$ cat src/rtl/core/irc_lex_pkg.sv
// Shared types, character codes and grammar check for the IRC message lexer.
`default_nettype none

package irc_lex_pkg;

    typedef enum logic [3:0] {
        ST_NONE    = 4'd0,
        ST_PREFIX  = 4'd1,
        ST_USER    = 4'd2,
        ST_HOST    = 4'd3,
        ST_CMD     = 4'd4,
        ST_CMD_NUM = 4'd5,
        ST_CMD_LET = 4'd6,
        ST_PARAMS  = 4'd7,
        ST_TRAIL   = 4'd8,
        ST_CR      = 4'd9
    } lex_state_t;

    typedef enum logic [2:0] {
        K_LF     = 3'd0,
        K_SERVER = 3'd1,
        K_NICK   = 3'd2,
        K_USER   = 3'd3,
        K_HOST   = 3'd4,
        K_CMD    = 3'd5,
        K_PARAM  = 3'd6,
        K_CR     = 3'd7
    } kind_t;

    localparam logic [2:0] ROLE_NONE   = 3'd0;
    localparam logic [2:0] ROLE_PREFIX = 3'd1;
    localparam logic [2:0] ROLE_USER   = 3'd2;
    localparam logic [2:0] ROLE_HOST   = 3'd3;
    localparam logic [2:0] ROLE_CMD    = 3'd4;
    localparam logic [2:0] ROLE_PARAM  = 3'd5;

    localparam logic [2:0] CLOSED_NONE = 3'd0;

    localparam logic [1:0] LINE_NONE = 2'd0;
    localparam logic [1:0] LINE_CR   = 2'd1;
    localparam logic [1:0] LINE_LF   = 2'd2;

    localparam logic [7:0] CH_NUL   = 8'h00;
    localparam logic [7:0] CH_SP    = 8'h20;
    localparam logic [7:0] CH_CR    = 8'h0d;
    localparam logic [7:0] CH_LF    = 8'h0a;
    localparam logic [7:0] CH_COLON = 8'h3a;
    localparam logic [7:0] CH_BANG  = 8'h21;
    localparam logic [7:0] CH_AT    = 8'h40;

    localparam logic [3:0] PARAMS_MAX = 4'hf;

    // lexer context carried from one byte to the next
    typedef struct packed {
        lex_state_t  lex;
        kind_t       last;
        logic [3:0]  params;
    } lex_ctx_t;

    // one result item, less the echoed byte
    typedef struct packed {
        logic [2:0]  role;
        logic [2:0]  kind;
        logic [9:0]  length;
        logic        acc;
        logic [1:0]  line;
        logic        done;
        logic [3:0]  params;
        logic        err;
    } lex_res_t;

    typedef struct packed {
        logic        acc;
        logic        err;
        logic        done;
        logic [3:0]  params;
        kind_t       last;
    } gram_t;

    function automatic logic is_digit(logic [7:0] c);
        return (c >= 8'h30) && (c <= 8'h39);
    endfunction

    function automatic logic is_alpha(logic [7:0] c);
        return ((c >= 8'h61) && (c <= 8'h7a)) || ((c >= 8'h41) && (c <= 8'h5a));
    endfunction

    // Check one token or line event against the previous token kind.
    function automatic gram_t grammar_check(kind_t last, kind_t t, logic [3:0] params);
        gram_t g;
        g.acc    = 1'b0;
        g.err    = 1'b0;
        g.done   = 1'b0;
        g.params = params;
        g.last   = t;
        unique case (last)
            K_LF:     g.acc = (t == K_SERVER) || (t == K_NICK) || (t == K_CMD);
            K_SERVER: g.acc = (t == K_CMD);
            K_NICK:   g.acc = (t == K_USER) || (t == K_HOST) || (t == K_CMD);
            K_USER:   g.acc = (t == K_HOST) || (t == K_CMD);
            K_HOST:   g.acc = (t == K_CMD);
            default:  g.acc = 1'b0;
        endcase
        if (last <= K_HOST) begin
            g.err = !g.acc;
        end
        else if ((last == K_CMD) || (last == K_PARAM)) begin
            if (t == K_PARAM) begin
                g.acc = 1'b1;
                if (params < PARAMS_MAX)
                    g.params = params + 4'd1;
            end
            else if (t == K_LF) begin
                g.done = 1'b1;
            end
            else if (t != K_CR) begin
                g.err = 1'b1;
            end
        end
        else begin
            g.done = (t == K_LF);
        end
        return g;
    endfunction

endpackage

`default_nettype wire

$ cat src/rtl/core/irc_lex_step.sv
// Per-byte lexer decision: next context, token length and result item.
`default_nettype none

module irc_lex_step #(
    parameter int MAX_TOKEN_LEN = 512
) (
    input  wire logic [7:0]                           data_byte,
    input  wire irc_lex_pkg::lex_ctx_t                ctx,
    input  wire logic [$clog2(MAX_TOKEN_LEN+1)-1:0]   token_len,
    output irc_lex_pkg::lex_ctx_t                     ctx_next,
    output logic [$clog2(MAX_TOKEN_LEN+1)-1:0]        token_len_next,
    output irc_lex_pkg::lex_res_t                     res
);

    localparam int LEN_W = $clog2(MAX_TOKEN_LEN + 1);

    logic                    act_store;
    logic [2:0]              act_role;
    logic                    act_close;
    irc_lex_pkg::kind_t      act_kind;
    logic [1:0]              act_line;
    irc_lex_pkg::lex_state_t lex_next;
    logic                    cmd_match;
    logic                    has_text;
    irc_lex_pkg::gram_t      g_tok;
    irc_lex_pkg::gram_t      g_line;

    assign cmd_match = (ctx.lex == irc_lex_pkg::ST_CMD_NUM) ? irc_lex_pkg::is_digit(data_byte)
                                                            : irc_lex_pkg::is_alpha(data_byte);
    assign has_text  = (token_len != '0);

    // next lexer state
    always_comb
    begin
        lex_next = ctx.lex;
        unique case (ctx.lex)
            irc_lex_pkg::ST_NONE:
                lex_next = (data_byte == irc_lex_pkg::CH_COLON) ? irc_lex_pkg::ST_PREFIX
                                                                : irc_lex_pkg::ST_CMD;
            irc_lex_pkg::ST_PREFIX:
                if (data_byte == irc_lex_pkg::CH_SP)            lex_next = irc_lex_pkg::ST_CMD;
                else if (data_byte == irc_lex_pkg::CH_BANG)     lex_next = irc_lex_pkg::ST_USER;
                else if (data_byte == irc_lex_pkg::CH_AT)       lex_next = irc_lex_pkg::ST_HOST;
            irc_lex_pkg::ST_USER:
                if (data_byte == irc_lex_pkg::CH_SP)            lex_next = irc_lex_pkg::ST_CMD;
                else if (data_byte == irc_lex_pkg::CH_AT)       lex_next = irc_lex_pkg::ST_HOST;
            irc_lex_pkg::ST_HOST:
                if (data_byte == irc_lex_pkg::CH_SP)            lex_next = irc_lex_pkg::ST_CMD;
            irc_lex_pkg::ST_CMD:
                if (irc_lex_pkg::is_digit(data_byte))           lex_next = irc_lex_pkg::ST_CMD_NUM;
                else if (irc_lex_pkg::is_alpha(data_byte))      lex_next = irc_lex_pkg::ST_CMD_LET;
            irc_lex_pkg::ST_CMD_NUM, irc_lex_pkg::ST_CMD_LET:
                if (cmd_match)                                  lex_next = ctx.lex;
                else if (data_byte == irc_lex_pkg::CH_SP)       lex_next = irc_lex_pkg::ST_PARAMS;
                else if (data_byte == irc_lex_pkg::CH_CR)       lex_next = irc_lex_pkg::ST_CR;
                else if (data_byte == irc_lex_pkg::CH_LF)       lex_next = irc_lex_pkg::ST_NONE;
            irc_lex_pkg::ST_PARAMS:
                if (data_byte == irc_lex_pkg::CH_COLON)         lex_next = irc_lex_pkg::ST_TRAIL;
                else if (data_byte == irc_lex_pkg::CH_CR)       lex_next = irc_lex_pkg::ST_CR;
                else if (data_byte == irc_lex_pkg::CH_LF)       lex_next = irc_lex_pkg::ST_NONE;
            irc_lex_pkg::ST_TRAIL:
                if (data_byte == irc_lex_pkg::CH_CR)            lex_next = irc_lex_pkg::ST_CR;
                else if (data_byte == irc_lex_pkg::CH_LF)       lex_next = irc_lex_pkg::ST_NONE;
            irc_lex_pkg::ST_CR:
                if (data_byte == irc_lex_pkg::CH_LF)            lex_next = irc_lex_pkg::ST_NONE;
            default:
                lex_next = irc_lex_pkg::ST_NONE;
        endcase
    end

    // store / close / line actions for this byte
    always_comb
    begin
        act_store = 1'b0;
        act_role  = irc_lex_pkg::ROLE_NONE;
        act_close = 1'b0;
        act_kind  = irc_lex_pkg::K_LF;
        act_line  = irc_lex_pkg::LINE_NONE;
        unique case (ctx.lex)
            irc_lex_pkg::ST_NONE:
                if (data_byte != irc_lex_pkg::CH_COLON)
                begin
                    act_store = 1'b1;
                    act_role  = irc_lex_pkg::ROLE_CMD;
                end
            irc_lex_pkg::ST_PREFIX:
                priority if (data_byte == irc_lex_pkg::CH_SP)
                begin
                    act_close = 1'b1;
                    act_kind  = irc_lex_pkg::K_SERVER;
                end
                else if ((data_byte == irc_lex_pkg::CH_BANG) ||
                         (data_byte == irc_lex_pkg::CH_AT))
                begin
                    act_close = 1'b1;
                    act_kind  = irc_lex_pkg::K_NICK;
                end
                else
                begin
                    act_store = 1'b1;
                    act_role  = irc_lex_pkg::ROLE_PREFIX;
                end
            irc_lex_pkg::ST_USER:
                if ((data_byte == irc_lex_pkg::CH_SP) || (data_byte == irc_lex_pkg::CH_AT))
                begin
                    act_close = 1'b1;
                    act_kind  = irc_lex_pkg::K_USER;
                end
                else
                begin
                    act_store = 1'b1;
                    act_role  = irc_lex_pkg::ROLE_USER;
                end
            irc_lex_pkg::ST_HOST:
                if (data_byte == irc_lex_pkg::CH_SP)
                begin
                    act_close = 1'b1;
                    act_kind  = irc_lex_pkg::K_HOST;
                end
                else
                begin
                    act_store = 1'b1;
                    act_role  = irc_lex_pkg::ROLE_HOST;
                end
            irc_lex_pkg::ST_CMD:
                if (irc_lex_pkg::is_digit(data_byte) || irc_lex_pkg::is_alpha(data_byte))
                begin
                    act_store = 1'b1;
                    act_role  = irc_lex_pkg::ROLE_CMD;
                end
            irc_lex_pkg::ST_CMD_NUM, irc_lex_pkg::ST_CMD_LET:
                if (cmd_match)
                begin
                    act_store = 1'b1;
                    act_role  = irc_lex_pkg::ROLE_CMD;
                end
                else if ((data_byte == irc_lex_pkg::CH_SP) ||
                         (data_byte == irc_lex_pkg::CH_CR) ||
                         (data_byte == irc_lex_pkg::CH_LF))
                begin
                    // CR/LF also end a command with no params
                    act_close = 1'b1;
                    act_kind  = irc_lex_pkg::K_CMD;
                    if (data_byte == irc_lex_pkg::CH_CR)
                        act_line = irc_lex_pkg::LINE_CR;
                    else if (data_byte == irc_lex_pkg::CH_LF)
                        act_line = irc_lex_pkg::LINE_LF;
                end
            irc_lex_pkg::ST_PARAMS:
                if (data_byte == irc_lex_pkg::CH_COLON)
                begin
                    // pending text carries over into the trailing param
                    act_store = 1'b0;
                end
                else if ((data_byte == irc_lex_pkg::CH_SP) ||
                         (data_byte == irc_lex_pkg::CH_CR) ||
                         (data_byte == irc_lex_pkg::CH_LF))
                begin
                    act_close = has_text;
                    act_kind  = irc_lex_pkg::K_PARAM;
                    if (data_byte == irc_lex_pkg::CH_CR)
                        act_line = irc_lex_pkg::LINE_CR;
                    else if (data_byte == irc_lex_pkg::CH_LF)
                        act_line = irc_lex_pkg::LINE_LF;
                end
                else if (data_byte != irc_lex_pkg::CH_NUL)
                begin
                    act_store = 1'b1;
                    act_role  = irc_lex_pkg::ROLE_PARAM;
                end
            irc_lex_pkg::ST_TRAIL:
                if (data_byte == irc_lex_pkg::CH_CR)
                begin
                    act_close = 1'b1;
                    act_kind  = irc_lex_pkg::K_PARAM;
                    act_line  = irc_lex_pkg::LINE_CR;
                end
                else if (data_byte == irc_lex_pkg::CH_LF)
                begin
                    act_close = 1'b1;
                    act_kind  = irc_lex_pkg::K_PARAM;
                    act_line  = irc_lex_pkg::LINE_LF;
                end
                else if (data_byte != irc_lex_pkg::CH_NUL)
                begin
                    act_store = 1'b1;
                    act_role  = irc_lex_pkg::ROLE_PARAM;
                end
            irc_lex_pkg::ST_CR:
                if (data_byte == irc_lex_pkg::CH_LF)
                    act_line = irc_lex_pkg::LINE_LF;
            default:
                act_store = 1'b0;
        endcase
    end

    // token check, then line event check on the updated context
    always_comb
    begin
        g_tok.acc    = 1'b0;
        g_tok.err    = 1'b0;
        g_tok.done   = 1'b0;
        g_tok.params = ctx.params;
        g_tok.last   = ctx.last;
        if (act_close)
            g_tok = irc_lex_pkg::grammar_check(ctx.last, act_kind, ctx.params);

        g_line = g_tok;
        if (act_line != irc_lex_pkg::LINE_NONE)
        begin
            g_line = irc_lex_pkg::grammar_check(
                g_tok.last,
                (act_line == irc_lex_pkg::LINE_CR) ? irc_lex_pkg::K_CR : irc_lex_pkg::K_LF,
                g_tok.params);
            g_line.acc = g_tok.acc;
        end
    end

    always_comb
    begin
        token_len_next = token_len;
        if (act_close)
            token_len_next = '0;
        else if (act_store && (token_len < LEN_W'(MAX_TOKEN_LEN)))
            token_len_next = token_len + LEN_W'(1);
    end

    assign ctx_next.lex    = lex_next;
    assign ctx_next.last   = g_line.last;
    assign ctx_next.params = (g_tok.done || g_line.done) ? 4'd0 : g_line.params;

    assign res.role   = act_role;
    assign res.kind   = act_close ? 3'(act_kind) : irc_lex_pkg::CLOSED_NONE;
    assign res.length = act_close ? 10'(token_len) : 10'd0;
    assign res.acc    = act_close & g_tok.acc;
    assign res.line   = act_line;
    assign res.done   = g_tok.done | g_line.done;
    assign res.params = g_line.params;
    assign res.err    = g_tok.err | g_line.err;

endmodule

`default_nettype wire

$ cat src/rtl/core/irc_message_lexer_core.sv
// IRC message lexer: one raw byte in, one lexer result out.
// Usage:
//   Input channel (in_valid, in_stall, data_byte) carries one byte of the
//   message stream per transfer. Output channel (out_valid, out_stall and
//   the result fields) returns exactly one result per byte, in order.
//   Each result gives the byte's role, the token it closes with its length
//   and grammar verdict, CR/LF events, message completion, the running
//   parameter count and a grammar error flag.
// Timing:
//   The input transfer loads the input register, and the lexer decision
//   loads the result register once the result stage is free. Throughput
//   is one byte per cycle while out_stall is low; the lexer context
//   update is a combinational decision between those two registers.
// Reset:
//   rst_n clears both stages and returns the lexer to start of line with
//   the previous token taken as LF, zero token length and zero params.
// Backpressure:
//   While out_stall is high the result holds. The input register keeps its
//   byte and in_stall rises only when it is full and cannot move on.
`default_nettype none

module irc_message_lexer_core #(
    parameter int MAX_TOKEN_LEN = 512
) (
    input  wire logic        clk,
    input  wire logic        rst_n,
    input  wire logic        in_valid,
    output logic             in_stall,
    input  wire logic [7:0]  data_byte,
    output logic             out_valid,
    input  wire logic        out_stall,
    output logic [7:0]       byte_out,
    output logic [2:0]       char_role,
    output logic [2:0]       closed_kind,
    output logic [9:0]       closed_length,
    output logic             closed_accepted,
    output logic [1:0]       line_event,
    output logic             message_done,
    output logic [3:0]       param_count,
    output logic             grammar_error
);

    localparam int LEN_W = $clog2(MAX_TOKEN_LEN + 1);

    logic                  in_valid_reg;
    logic [7:0]            in_byte_reg;
    irc_lex_pkg::lex_ctx_t ctx_reg;
    irc_lex_pkg::lex_ctx_t ctx_next;
    logic [LEN_W-1:0]      token_len_reg;
    logic [LEN_W-1:0]      token_len_next;
    logic                  out_valid_reg;
    logic [7:0]            out_byte_reg;
    irc_lex_pkg::lex_res_t out_res_reg;
    irc_lex_pkg::lex_res_t res;
    logic                  advance;
    logic                  in_xfer;

    assign advance  = in_valid_reg && (!out_valid_reg || !out_stall);
    assign in_stall = in_valid_reg && !advance;
    assign in_xfer  = in_valid && !in_stall;

    irc_lex_step #(
        .MAX_TOKEN_LEN (MAX_TOKEN_LEN)
    ) u_step (
        .data_byte      (in_byte_reg),
        .ctx            (ctx_reg),
        .token_len      (token_len_reg),
        .ctx_next       (ctx_next),
        .token_len_next (token_len_next),
        .res            (res)
    );

    always_ff @(posedge clk or negedge rst_n)
    begin
        if (!rst_n)
        begin
            in_valid_reg  <= 1'b0;
            out_valid_reg <= 1'b0;
            ctx_reg.lex    <= irc_lex_pkg::ST_NONE;
            ctx_reg.last   <= irc_lex_pkg::K_LF;
            ctx_reg.params <= 4'd0;
            token_len_reg <= '0;
        end
        else
        begin
            if (in_xfer)
                in_valid_reg <= 1'b1;
            else if (advance)
                in_valid_reg <= 1'b0;

            if (advance)
            begin
                out_valid_reg <= 1'b1;
                ctx_reg       <= ctx_next;
                token_len_reg <= token_len_next;
            end
            else if (!out_stall)
            begin
                out_valid_reg <= 1'b0;
            end
        end
    end

    always_ff @(posedge clk)
    begin
        if (in_xfer)
            in_byte_reg <= data_byte;
        if (advance)
        begin
            out_byte_reg <= in_byte_reg;
            out_res_reg  <= res;
        end
    end

    assign out_valid       = out_valid_reg;
    assign byte_out        = out_byte_reg;
    assign char_role       = out_res_reg.role;
    assign closed_kind     = out_res_reg.kind;
    assign closed_length   = out_res_reg.length;
    assign closed_accepted = out_res_reg.acc;
    assign line_event      = out_res_reg.line;
    assign message_done    = out_res_reg.done;
    assign param_count     = out_res_reg.params;
    assign grammar_error   = out_res_reg.err;

    // no token closed means no length and no verdict
    assert property (@(posedge clk) disable iff (!rst_n)
        (out_valid && (closed_kind == irc_lex_pkg::CLOSED_NONE)) |->
            ((closed_length == 10'd0) && !closed_accepted))
    else $error("closed fields set with no token closed");

    // a message completes only on a line feed
    assert property (@(posedge clk) disable iff (!rst_n)
        (out_valid && message_done) |-> (line_event == irc_lex_pkg::LINE_LF))
    else $error("message done without line feed");

    // a stored byte never coincides with a token close or line event
    assert property (@(posedge clk) disable iff (!rst_n)
        (out_valid && (char_role != irc_lex_pkg::ROLE_NONE)) |->
            ((closed_kind == irc_lex_pkg::CLOSED_NONE) &&
             (line_event == irc_lex_pkg::LINE_NONE)))
    else $error("stored byte also closed a token");

    // completed message clears the parameter count
    assert property (@(posedge clk) disable iff (!rst_n)
        (advance && res.done) |=> (ctx_reg.params == 4'd0))
    else $error("param count not cleared after message");

    // the after-CR state always follows a CR event
    assert property (@(posedge clk) disable iff (!rst_n)
        (ctx_reg.lex == irc_lex_pkg::ST_CR) |-> (ctx_reg.last == irc_lex_pkg::K_CR))
    else $error("after-CR state without CR as last token");

endmodule

`default_nettype wire
$ cat config.mk
export PLATFORM = sky130hd
export DESIGN_NAME = irc_message_lexer_core
export DESIGN_NICKNAME = d
export VERILOG_FILES = /design/src/rtl/core/irc_lex_pkg.sv /design/src/rtl/core/irc_lex_step.sv /design/src/rtl/core/irc_message_lexer_core.sv
export SDC_FILE = /design/constraint.sdc
export NUM_CORES = 1
export LEC_CHECK = 0
export BUFFER_PORTS_ARGS = -buffer_cell sky130_fd_sc_hd__buf_2
export CAP_MARGIN = 40
export CORE_MARGIN = 3
export CORE_UTILIZATION = 50
export DETAILED_ROUTE_END_ITERATION = 16
export GPL_ROUTABILITY_DRIVEN = 0
export PLACE_DENSITY_LB_ADDON = 0.05
export SYNTH_ARGS = -nofsm -noshare
export SYNTH_HDL_FRONTEND = slang
export SYNTH_SLANG_ARGS = --single-unit
$ cat constraint.sdc
create_clock -name clk -period 4.56 [get_ports clk]
set_input_delay 0.684 -clock clk [delete_from_list [all_inputs] [get_ports clk]]
set_output_delay 0.684 -clock clk [all_outputs]
set_load 0.01 [all_outputs]
# Word-level counts from Yosys, hierarchy flattened

Index checks and enable logic that the tools add are counted.

Flip-flop bits (word level): 64
Logic and storage cells: 235

Add/subtract/negate cells: 3
Order comparisons: 11
Equality and inequality tests: 47
Multiplexer cells: 107
Bitwise logic cells: 3
Reductions and logical operators: 48

Operators by type and width:

| kind                                                                                | count |
|---|---|
| 4-bit 2-to-1 mux                                                                    | 19 |
| 3-bit 2-to-1 mux                                                                    | 19 |
| 1-bit 2-to-1 mux                                                                    | 43 |
| 3-bit == test, second input constant                                                | 12 |
| 4-bit one-hot mux with 9 select lines                                               | 1 |
| 10-bit 2-to-1 mux                                                                   | 3 |
| 3-bit by 2-bit == test with 1-bit output, second input constant                     | 8 |
| 8-bit by 6-bit == test with 1-bit output, second input constant                     | 3 |
| 2-bit 2-to-1 mux                                                                    | 12 |
| 3-bit one-hot mux with 8 select lines                                               | 1 |
| 1-bit logical OR                                                                    | 20 |
| 3-bit one-hot mux with 6 select lines                                               | 1 |
| 4-bit by 3-bit == test with 1-bit output, second input constant                     | 4 |
| 8-bit by 4-bit == test with 1-bit output, second input constant                     | 2 |
| 8-bit by 7-bit greater-or-equal comparator with 1-bit output, second input constant | 2 |
| 8-bit by 7-bit less-or-equal comparator with 1-bit output, second input constant    | 2 |
| 3-bit by 1-bit == test with 1-bit output, second input constant                     | 4 |
| 3-bit zero test                                                                     | 4 |
| 10-bit by 1-bit adder with 10-bit output, second input constant                     | 1 |
| 10-bit less-than comparator, second input constant                                  | 1 |
| 5-bit 2-to-1 mux                                                                    | 2 |
| 10-bit nonzero test                                                                 | 1 |
| 9-bit 2-to-1 mux                                                                    | 1 |
| 4-bit by 1-bit adder with 4-bit output, second input constant                       | 2 |
| 28 further kinds                                                                    | 51 |

# Longest topological paths before layout

Gate-level depths: netlist of run 1.

Depth after elaboration: 24
Depth in mapped cells: 11
Depth with buffers taken out: 8

# By module

A second synthesis of run 1 with hierarchy kept.

Cell total of the unflattened synthesis: 336
Area total of the unflattened synthesis: 3,669.8 um2

Modules (own cells, without submodules):

| module                 | instances | cells each | area an instance (um2) | sequential area each (um2) |
|---|---|---|---|---|
| irc_message_lexer_core | 1         | 93         | 2,114.5                | 1,806.7 |
| irc_lex_step           | 1         | 243        | 1,555.2                | 0.0 |

# Worst setup path after synthesis of run 1

Ideal clock, no wire load.

Path kind: register to register
Start point: reg in_byte_reg[2]
End point: reg out_res_reg (netlist bit param_count[1]), data pin
Setup time: 0.260 ns
Data arrival time: 2.523 ns
Data required time: 4.300 ns
Slack: 1.778 ns
Stages on the path, launching flop included: 10
Clock period less this slack: 2.782 ns
Cells stage by stage: edfxtp_1 > buf_6 > or4_4 > buf_6 > o221ai_4 > a21oi_4 > a31oi_1 > o221ai_2 > a311oi_4 > mux2_2

RTL lines:

| what                   | line                          | source |
|---|---|---|
| from (decl)            | irc_message_lexer_core.sv:46  | `logic [7:0] in_byte_reg;` |
| from (signal assigned) | irc_message_lexer_core.sv:107 | `in_byte_reg <= data_byte;` |
| to (signal assigned)   | irc_message_lexer_core.sv:111 | `out_res_reg <= res;` |
| to (decl)              | irc_message_lexer_core.sv:53  | `irc_lex_pkg::lex_res_t out_res_reg;` |

# Final worst setup path of run 1

Start point: reg in_byte_reg[2]
End point: reg token_len_reg[1]

Word-level cells in the longest chain between the ends: 9

Ends and longest elaborated chain:

| what                                                                                       | line                                                          | source |
|---|---|---|
| 8-bit by 7-bit greater-or-equal comparator with 1-bit output, or another cell as far along | irc_lex_pkg.sv:85                                             | `return ((c >= 8'h61) && (c <= 8'h7a)) \|\| ((c >= 8'h41) && (c <= 8'h5a));` |
| 1-bit logical AND or 1-bit logical OR (tied branches)                                      | irc_lex_pkg.sv:85, irc_lex_step.sv:137, irc_lex_step.sv:155   |  |
| 1-bit logical OR (on tied branches)                                                        | irc_lex_pkg.sv:85, irc_lex_step.sv:138, irc_lex_step.sv:156   |  |
| 1-bit 2-to-1 mux, or another cell as far along                                             | irc_lex_step.sv:28                                            | `assign cmd_match = (ctx.lex == irc_lex_pkg::ST_CMD_NUM) ? irc_lex_pkg::is_digit(data_byte)` |
| 1-bit 2-to-1 mux (on tied branches)                                                        | irc_lex_step.sv:132, irc_lex_step.sv:126, irc_lex_step.sv:150 |  |
| 1-bit one-hot mux with 8 select lines                                                      | irc_lex_step.sv:79                                            | `unique case (ctx.lex)` |
| 1-bit logical AND                                                                          | irc_lex_step.sv:224                                           | `else if (act_store && (token_len < LEN_W'(MAX_TOKEN_LEN)))` |
| 2-bit nonzero test (no source line)                                                        | n/a                                                           |  |
| 2-bit AND reduction (no source line)                                                       | n/a                                                           |  |
| to (signal assigned)                                                                       | irc_message_lexer_core.sv:95                                  | `token_len_reg <= token_len_next;` |
| to (decl)                                                                                  | irc_message_lexer_core.sv:49                                  | `logic [LEN_W-1:0] token_len_reg;` |

Parallel ways exist; a longest one is shown, timed or not.
A chain may end at the register's enable or synchronous reset.

==> results of run 1 <==
[per-stage QoR]
stage	setup WS (ps)	power (mW)	instance area, µm²
4_1_cts	1125	1.796	4121
6_report	1278	1.791	4129
3_3_place_gp	1307	1.241	3900
2_1_floorplan	1778	1.123	3620
3_5_place_dp	1150	1.243	3900
5_1_grt	1022	1.894	4129
[cells in the final DEF (no fill, tap or decap), types with 3 or more instances in the layout]
| cell | n |
|---|---|
| a22o_1 | 3 |
| nor2b_1 | 6 |
| nand3_1 | 17 |
| edfxtp_1 | 41 |
| and2_1 | 11 |
| a21o_1 | 3 |
| nor3_1 | 5 |
| nor2_1 | 35 |
| o21ai_0 | 18 |
| a31oi_1 | 6 |
| o22ai_1 | 3 |
| and3_1 | 6 |
| a21oi_1 | 22 |
| xnor2_1 | 4 |
| ha_1 | 3 |
| inv_1 | 13 |
| dfrtp_1 | 23 |
| o221ai_1 | 3 |
| a22oi_1 | 3 |
| mux2_2 | 5 |
| a211o_1 | 3 |
| clkbuf_8 | 10 |
| nand2_1 | 26 |
| buf_2 | 46 |
| nand2b_1 | 7 |
| o21bai_1 | 3 |
| a211oi_1 | 3 |
| xor2_1 | 7 |
[routing by layer]
metal / track usage / vias to the layer above / wire length, µm
li1: - / 1381 / -
met2: 0.3023 / 98 / 3766
met5: 0 / - / 0
met3: 0.06131 / 13 / 534
met4: 0.08417 / 0 / 176
met1: 0.2661 / 1409 / 3592
[area by class of cell]
cell class	instances	area, µm²
Fill cell	644	2778
Sequential cell	64	1807
Multi-Input combinational cell	254	1687
Timing Repair Buffer	48	245.2
Clock buffer	11	141.4
Tap cell	96	120.1
Clock inverter	5	80.08
Inverter	13	48.80
[power groups by stage]
stage	logic (mW)	registers, mW	clock network, mW
floorplan	0.370	0.753	0
global placement	0.430	0.811	0
detailed placement	0.431	0.812	0
CTS	0.433	0.800	0.563
global route	0.492	0.816	0.586
finish	0.438	0.802	0.550
[kinds of logic (layout without fill, tap and decap cells)]
group,Yosys count,count (layout),synth area share
DFF,64,64,0.4991
adders and majority gates,3,3,0.01037
buffers and inverters,28,77,0.03491
muxes,5,5,0.01555
and+or+nand+nor,140,140,0.2126
AOI/OAI and AO/OA,95,95,0.2008
xor gates and xnor gates,11,11,0.02662
[path summary, 6_finish.rpt]
path	startpoint	end
hold reg to reg	in_valid_reg	out_valid
max in group asynchronous	rst_n	token_len_reg[6]
setup reg to reg	in_byte_reg[2]	token_len_reg[1]
hold / removal	rst_n	ctx_reg[1]
setup / recovery	in_byte_reg[2]	token_len_reg[1]
min in group clk	data_byte[2]	in_byte_reg[2]
[cell usage after synthesis (2+ instances only)]
master and instances:
nor2b_1 6, nor4b_1 2, o21bai_1 3, a21oi_1 22, xnor2_1 4, or4_1 2, o221ai_1 3, o21a_1 2
a41oi_1 2, a31o_2 2, a22oi_1 3, nand2_2 2, a21o_1 3, and3_1 6, nor3_1 5, edfxtp_1 41
a22o_1 3, o22ai_1 3, ha_1 3, nand2b_1 7, nor4_1 2, clkbuf_1 10, or3_1 2, and2_1 11
o21ai_0 18, nand4_1 2, mux2_2 5, nor2_2 2, nor2_1 35, a211o_1 3, nand3_1 17, inv_1 13
dfrtp_1 23, a211oi_1 3, xor2_1 7, nand2_1 26, o31ai_1 2, buf_6 2, nor3b_4 2, a31oi_1 6
==> metrics.txt, run 1 <==
worst path required time 4800 ps; Crit path depth 7; crit path time final 3282 ps; row count 30; Vias 2901; logic gate share of total power 0.245; gr ovfl total 0; wire per inst roughly 16 µm; worst slew pin tran 802.7 ps; ant diodes 0; Num CTS Buffers 9; DRT Pass-1 Iters 5; placed cells 474; largest net degree at the start of global routing 39; antenna violations before repair 0; max frequency roughly 0.30 GHz; internal power 1.184 mW; starting density of the core 0.5241; post-DR vias/cell 5.908; WS Path Type reg -> reg; top cells by area, synth edfxtp_1, dfrtp_1, nor2_1; Cell Area, Synth between 3000 and 4000 µm²; power share of the sequential group 0.448; Die Y 91.09 µm; relative slew slack 0.4616; clock tree root driver cell clkbuf_8; setup TNS 0 ps; post_cts resized 0; final hold violation count 0; clk buf depth 2; Critical Path End Type register; outcome finished clean; NetSw 0.6066 mW; H-tree Lvls 3; DIE WIDTH 91.09 µm; Clk pin slew, worst setup/hold paths 70 ps; clk_skew between 8 and 9 ps; die area approximately 8300 µm²; final HPWL from detailed placement 5550 µm; reg2reg path depth 7; Non-Filler Instances a little under 500; CTS tree built; pwr/cell area 433.7 nW/µm²; Setup Buffers After CTS 0; CTS Hold Bufs 0; io pins between 40 and 50; arrival time at the worst endpoint 3520 ps; CP delay by family, top simple AND/OR/NAND/NOR gates; Crit-path slowest cell or4_4; clock power share 0.307; Post-synth EDFFs 41; Hold Path Class in -> async; startpoint type of the worst setup path register; vias in the first global route 2673; asr flop ratio synth 0.3594; worst path bufs/invs 0; setup violators final 0; Net Count, Synth 361; crit-path cells or4_4 -> nor4b_1 -> o21bai_1 -> a22oi_1 -> o221ai_1 -> nand2_1 -> mux2_2; Hold Worst Slack 313.3 ps; Top FF cell, synth edfxtp_1; first-pass GRT wire length 13050 µm; post-route ant nets 0; reg2reg setup slack 1280 ps; unrepaired setup endpoints after global routing no; post-synth top area cell edfxtp_1; Sw Ratio 0.3387; final-stage net count 405; synth warn 0; CP max FO 10; Tcrit/Tclk final 0.7196; clk_lat worst skew about 350 ps; final design utilization 0.5978; area fraction of the dominant cell type after synthesis 0.3401; area delta synth->final 14.07%; static leakage 1.654 nW; Sink Count between 60 and 70; final wirelength 8069 µm; port bufs 46; Max IR drop VDD 0.2718 mV; # DRC 0; Max Cap Violations 0; register area share after synthesis 0.4991; Slew Limit Fails 0; initial drt markers 182; Cell variety after synth 71; share of cells above drive strength 1 0.2228; flops & latches, synth 64; Critical Path Max Stage Delay 640 ps; core area 6907 µm²; Overall Global Routing Usage 0.1998; syn_area_per_cell between 10 and 15 µm²; Cells after Synth approximately 350; max reg flops 11
Note: power is estimated with default switching activity, not from simulation.
==> inputs of run 2 (changes only) <==
--- a/config.mk
+++ b/config.mk
@@ -5,6 +5,7 @@
 export SDC_FILE = /design/constraint.sdc
 export NUM_CORES = 1
 export LEC_CHECK = 0
+export ABC_AREA = 1
 export BUFFER_PORTS_ARGS = -buffer_cell sky130_fd_sc_hd__buf_2
 export CAP_MARGIN = 40
 export CORE_MARGIN = 3
==> constraint.sdc (replaced) <==
create_clock -name clk -period 3.4 [get_ports clk]
set_input_delay 0.51 -clock clk [delete_from_list [all_inputs] [get_ports clk]]
set_output_delay 0.51 -clock clk [all_outputs]
set_load 0.01 [all_outputs]
==> metrics.txt, run 2 <==
outcome finished clean; Slew Limit Fails 0; io pins 47; Most Crowded Layer GR met2; final-stage net count 504; clock power share 0.272; post-DR vias/cell 5.144; WS Path Type reg -> reg; NetSw roughly 0.98 mW; met3 usage 0.06297; first-pass GRT wire length between 10000 and 15000 µm; final HPWL from detailed placement 5933 µm; worst slew pin tran 567.8 ps; clk buf depth 2; Sw Ratio 0.3636; antenna violations before repair 0; most frequent cell after synthesis nand2_1; CTS Hold Bufs 0; Max Cap Violations 0; Net Count, Synth 450; fill count between 600 and 700; Num CTS Buffers 9; flops & latches, synth between 60 and 70; Post-synth EDFFs 41; CTS tree built; Tcrit/Tclk final 0.6684; most common cell after layout, fill and taps aside nand2_1; port bufs 46; Setup Buffers After CTS 0; row count 30; CP max FO 18; post_cts resized 0; max frequency about 0.44 GHz; static leakage 2.035 nW; core area 6907 µm²; Cell Area, Synth 3628 µm²; Vias 3035; post-synth top area cell edfxtp_1; Top FF cell, synth edfxtp_1; vias in the first global route 2933; largest net degree at the start of global routing 24; relative slew slack 0.6214; syn_area_per_cell 8.341 µm²; final hold violation count 0; overall power 2.695 mW; Max IR drop VDD just over 0.3 mV; post-route ant nets 0; max reg flops 11; arrival time at the worst endpoint 2370 ps; Hold Path Class in -> async; worst path required time 3500 ps; top cells by area, synth edfxtp_1, dfrtp_1, nand2_1; starting density of the core 0.5254; GR Layer Usage met2 0.3268; Clk pin slew, worst setup/hold paths roughly 70 ps; commonest cells after routing, fill and taps aside nand2_1, inv_1, nor2_1; H-tree Lvls 3; logic gate share of total power 0.320; register area share after synthesis 0.4979; clk_skew approximately 10 ps; synth warn 0; setup violators final 0; gr ovfl total 0; clk_lat worst skew 350 ps; final wirelength 8179 µm; pwr/cell area 644.4 nW/µm²; initial drt markers 169; setup TNS 0 ps; clock tree root driver cell clkbuf_8; area fraction of the dominant cell type after synthesis 0.3393; Sink Count 64; share of cells above drive strength 1 0.2328; wire per inst roughly 14 µm; die area just over 8000 µm²; unrepaired setup endpoints after global routing no; internal power roughly 1.7 mW; DRT Pass-1 Iters 7; startpoint type of the worst setup path register; Cell variety after synth 41; area delta synth->final 15.28%; Cells after Synth 435; crit path time final roughly 2300 ps; asr flop ratio synth 0.3594; Overall Global Routing Usage 0.2108; power share of the sequential group 0.408; # DRC 0; Die Y 91.19 µm; GR Util met1 0.2763; top cells by count, synth nand2_1, inv_1, nor2_1; DIE WIDTH 91.19 µm; Critical Path End Type register; ant diodes 0
==> run 2: cell types whose count changed after synthesis, moves of 5 or more <==
| cell | change |
|---|---|
| nand2_1 | +87 |
| inv_1 | +45 |
| nor2_1 | +21 |
| nand2_2 | +13 |
| a21oi_1 | -12 |
| and2_1 | -11 |
| inv_2 | +10 |
| o21ai_2 | +10 |
| clkbuf_1 | -9 |
| o21ai_0 | -8 |
| nand2b_1 | -7 |
| nor2b_1 | -6 |
| and3_1 | -5 |
| mux2_2 | -5 |
==> run 2: cell type report <==
class,instances,area (µm²),share of cell area
sequential,64,1807,0.4319
clock buffer,10,137.6,0.03290
tap,96,120.1,0.02872
timing repair buffer,47,237.7,0.05684
multi-input combinational,298,1536,0.3673
clock inverter,6,82.58,0.01974
inverter,69,261.5,0.06252
==> run 2: worst paths after layout <==
| kind | from | to | slack (ps) | cells after the start |
|---|---|---|---|---|
| max in group asynchronous | rst_n | token_len_reg[3] | 2860 | 1 |
| setup reg to reg | in_byte_reg[7] | message_done | 1130 | 12 |
| setup / recovery | in_byte_reg[7] | message_done | 1130 | 12 |
| min in group clk | data_byte[6] | in_byte_reg[6] | 340 | 1 |
| hold / removal | rst_n | out_valid | 150 | 1 |
| hold reg to reg | in_byte_reg[6] | byte_out[6] | 500 | 0 |
==> run 2: kinds of logic (layout without fill, tap and decap cells) <==
| family | Yosys count | after routing | synth area share |
|---|---|---|---|
| flops | 64 | 64 | 0.4979 |
| compound gates | 48 | 48 | 0.09104 |
| buf+inv | 73 | 132 | 0.08069 |
| xor+xnor | 10 | 10 | 0.02414 |
| simple gates | 237 | 237 | 0.2959 |
| fa+ha+maj | 3 | 3 | 0.01035 |
==> run 2: metal layers <==
layer | share of wire | vias up
li1 | - | 1514
met1 | 0.44 | 1384
met2 | 0.47 | 117
met3 | 0.074 | 20
met4 | 0.019 | 0
met5 | 0 | -
==> run 2: critical path, cell delays in order (launching register included) <==
cell and delay (ps):
edfxtp_1 440, nor2_1 160, nand3_1 140, nor2_1 350
nor2_4 70, nand3_1 90, nand2_1 60, inv_2 110
nand2_8 130, inv_4 200, a21oi_4 90, nand3_2 130
inv_1 50
==> run 2: stage by stage <==
step	instances	hold WS, ps	util	area (µm²)	setup WS (ps)
2_1_floorplan	435	214.4	-	3628	87.51
3_3_place_gp	574	475.3	0.5737	3963	970.3
3_5_place_dp	574	466.5	0.5737	3963	912.1
4_1_cts	590	169.4	0.6056	4183	1120
5_1_grt	590	189.7	0.6056	4183	830.5
6_report	590	150.3	0.6056	4183	1127
==> run 2: power by group through the flow <==
| stage | logic (mW) | registers [mW] | clock network (mW) |
|---|---|---|---|
| finish | 0.864 | 1.10 | 0.732 |
| global route | 0.993 | 1.12 | 0.783 |
| floorplan | 0.643 | 1.12 | 0 |
| CTS | 0.866 | 1.10 | 0.753 |
| global placement | 0.842 | 1.11 | 0 |
| detailed placement | 0.863 | 1.11 | 0 |
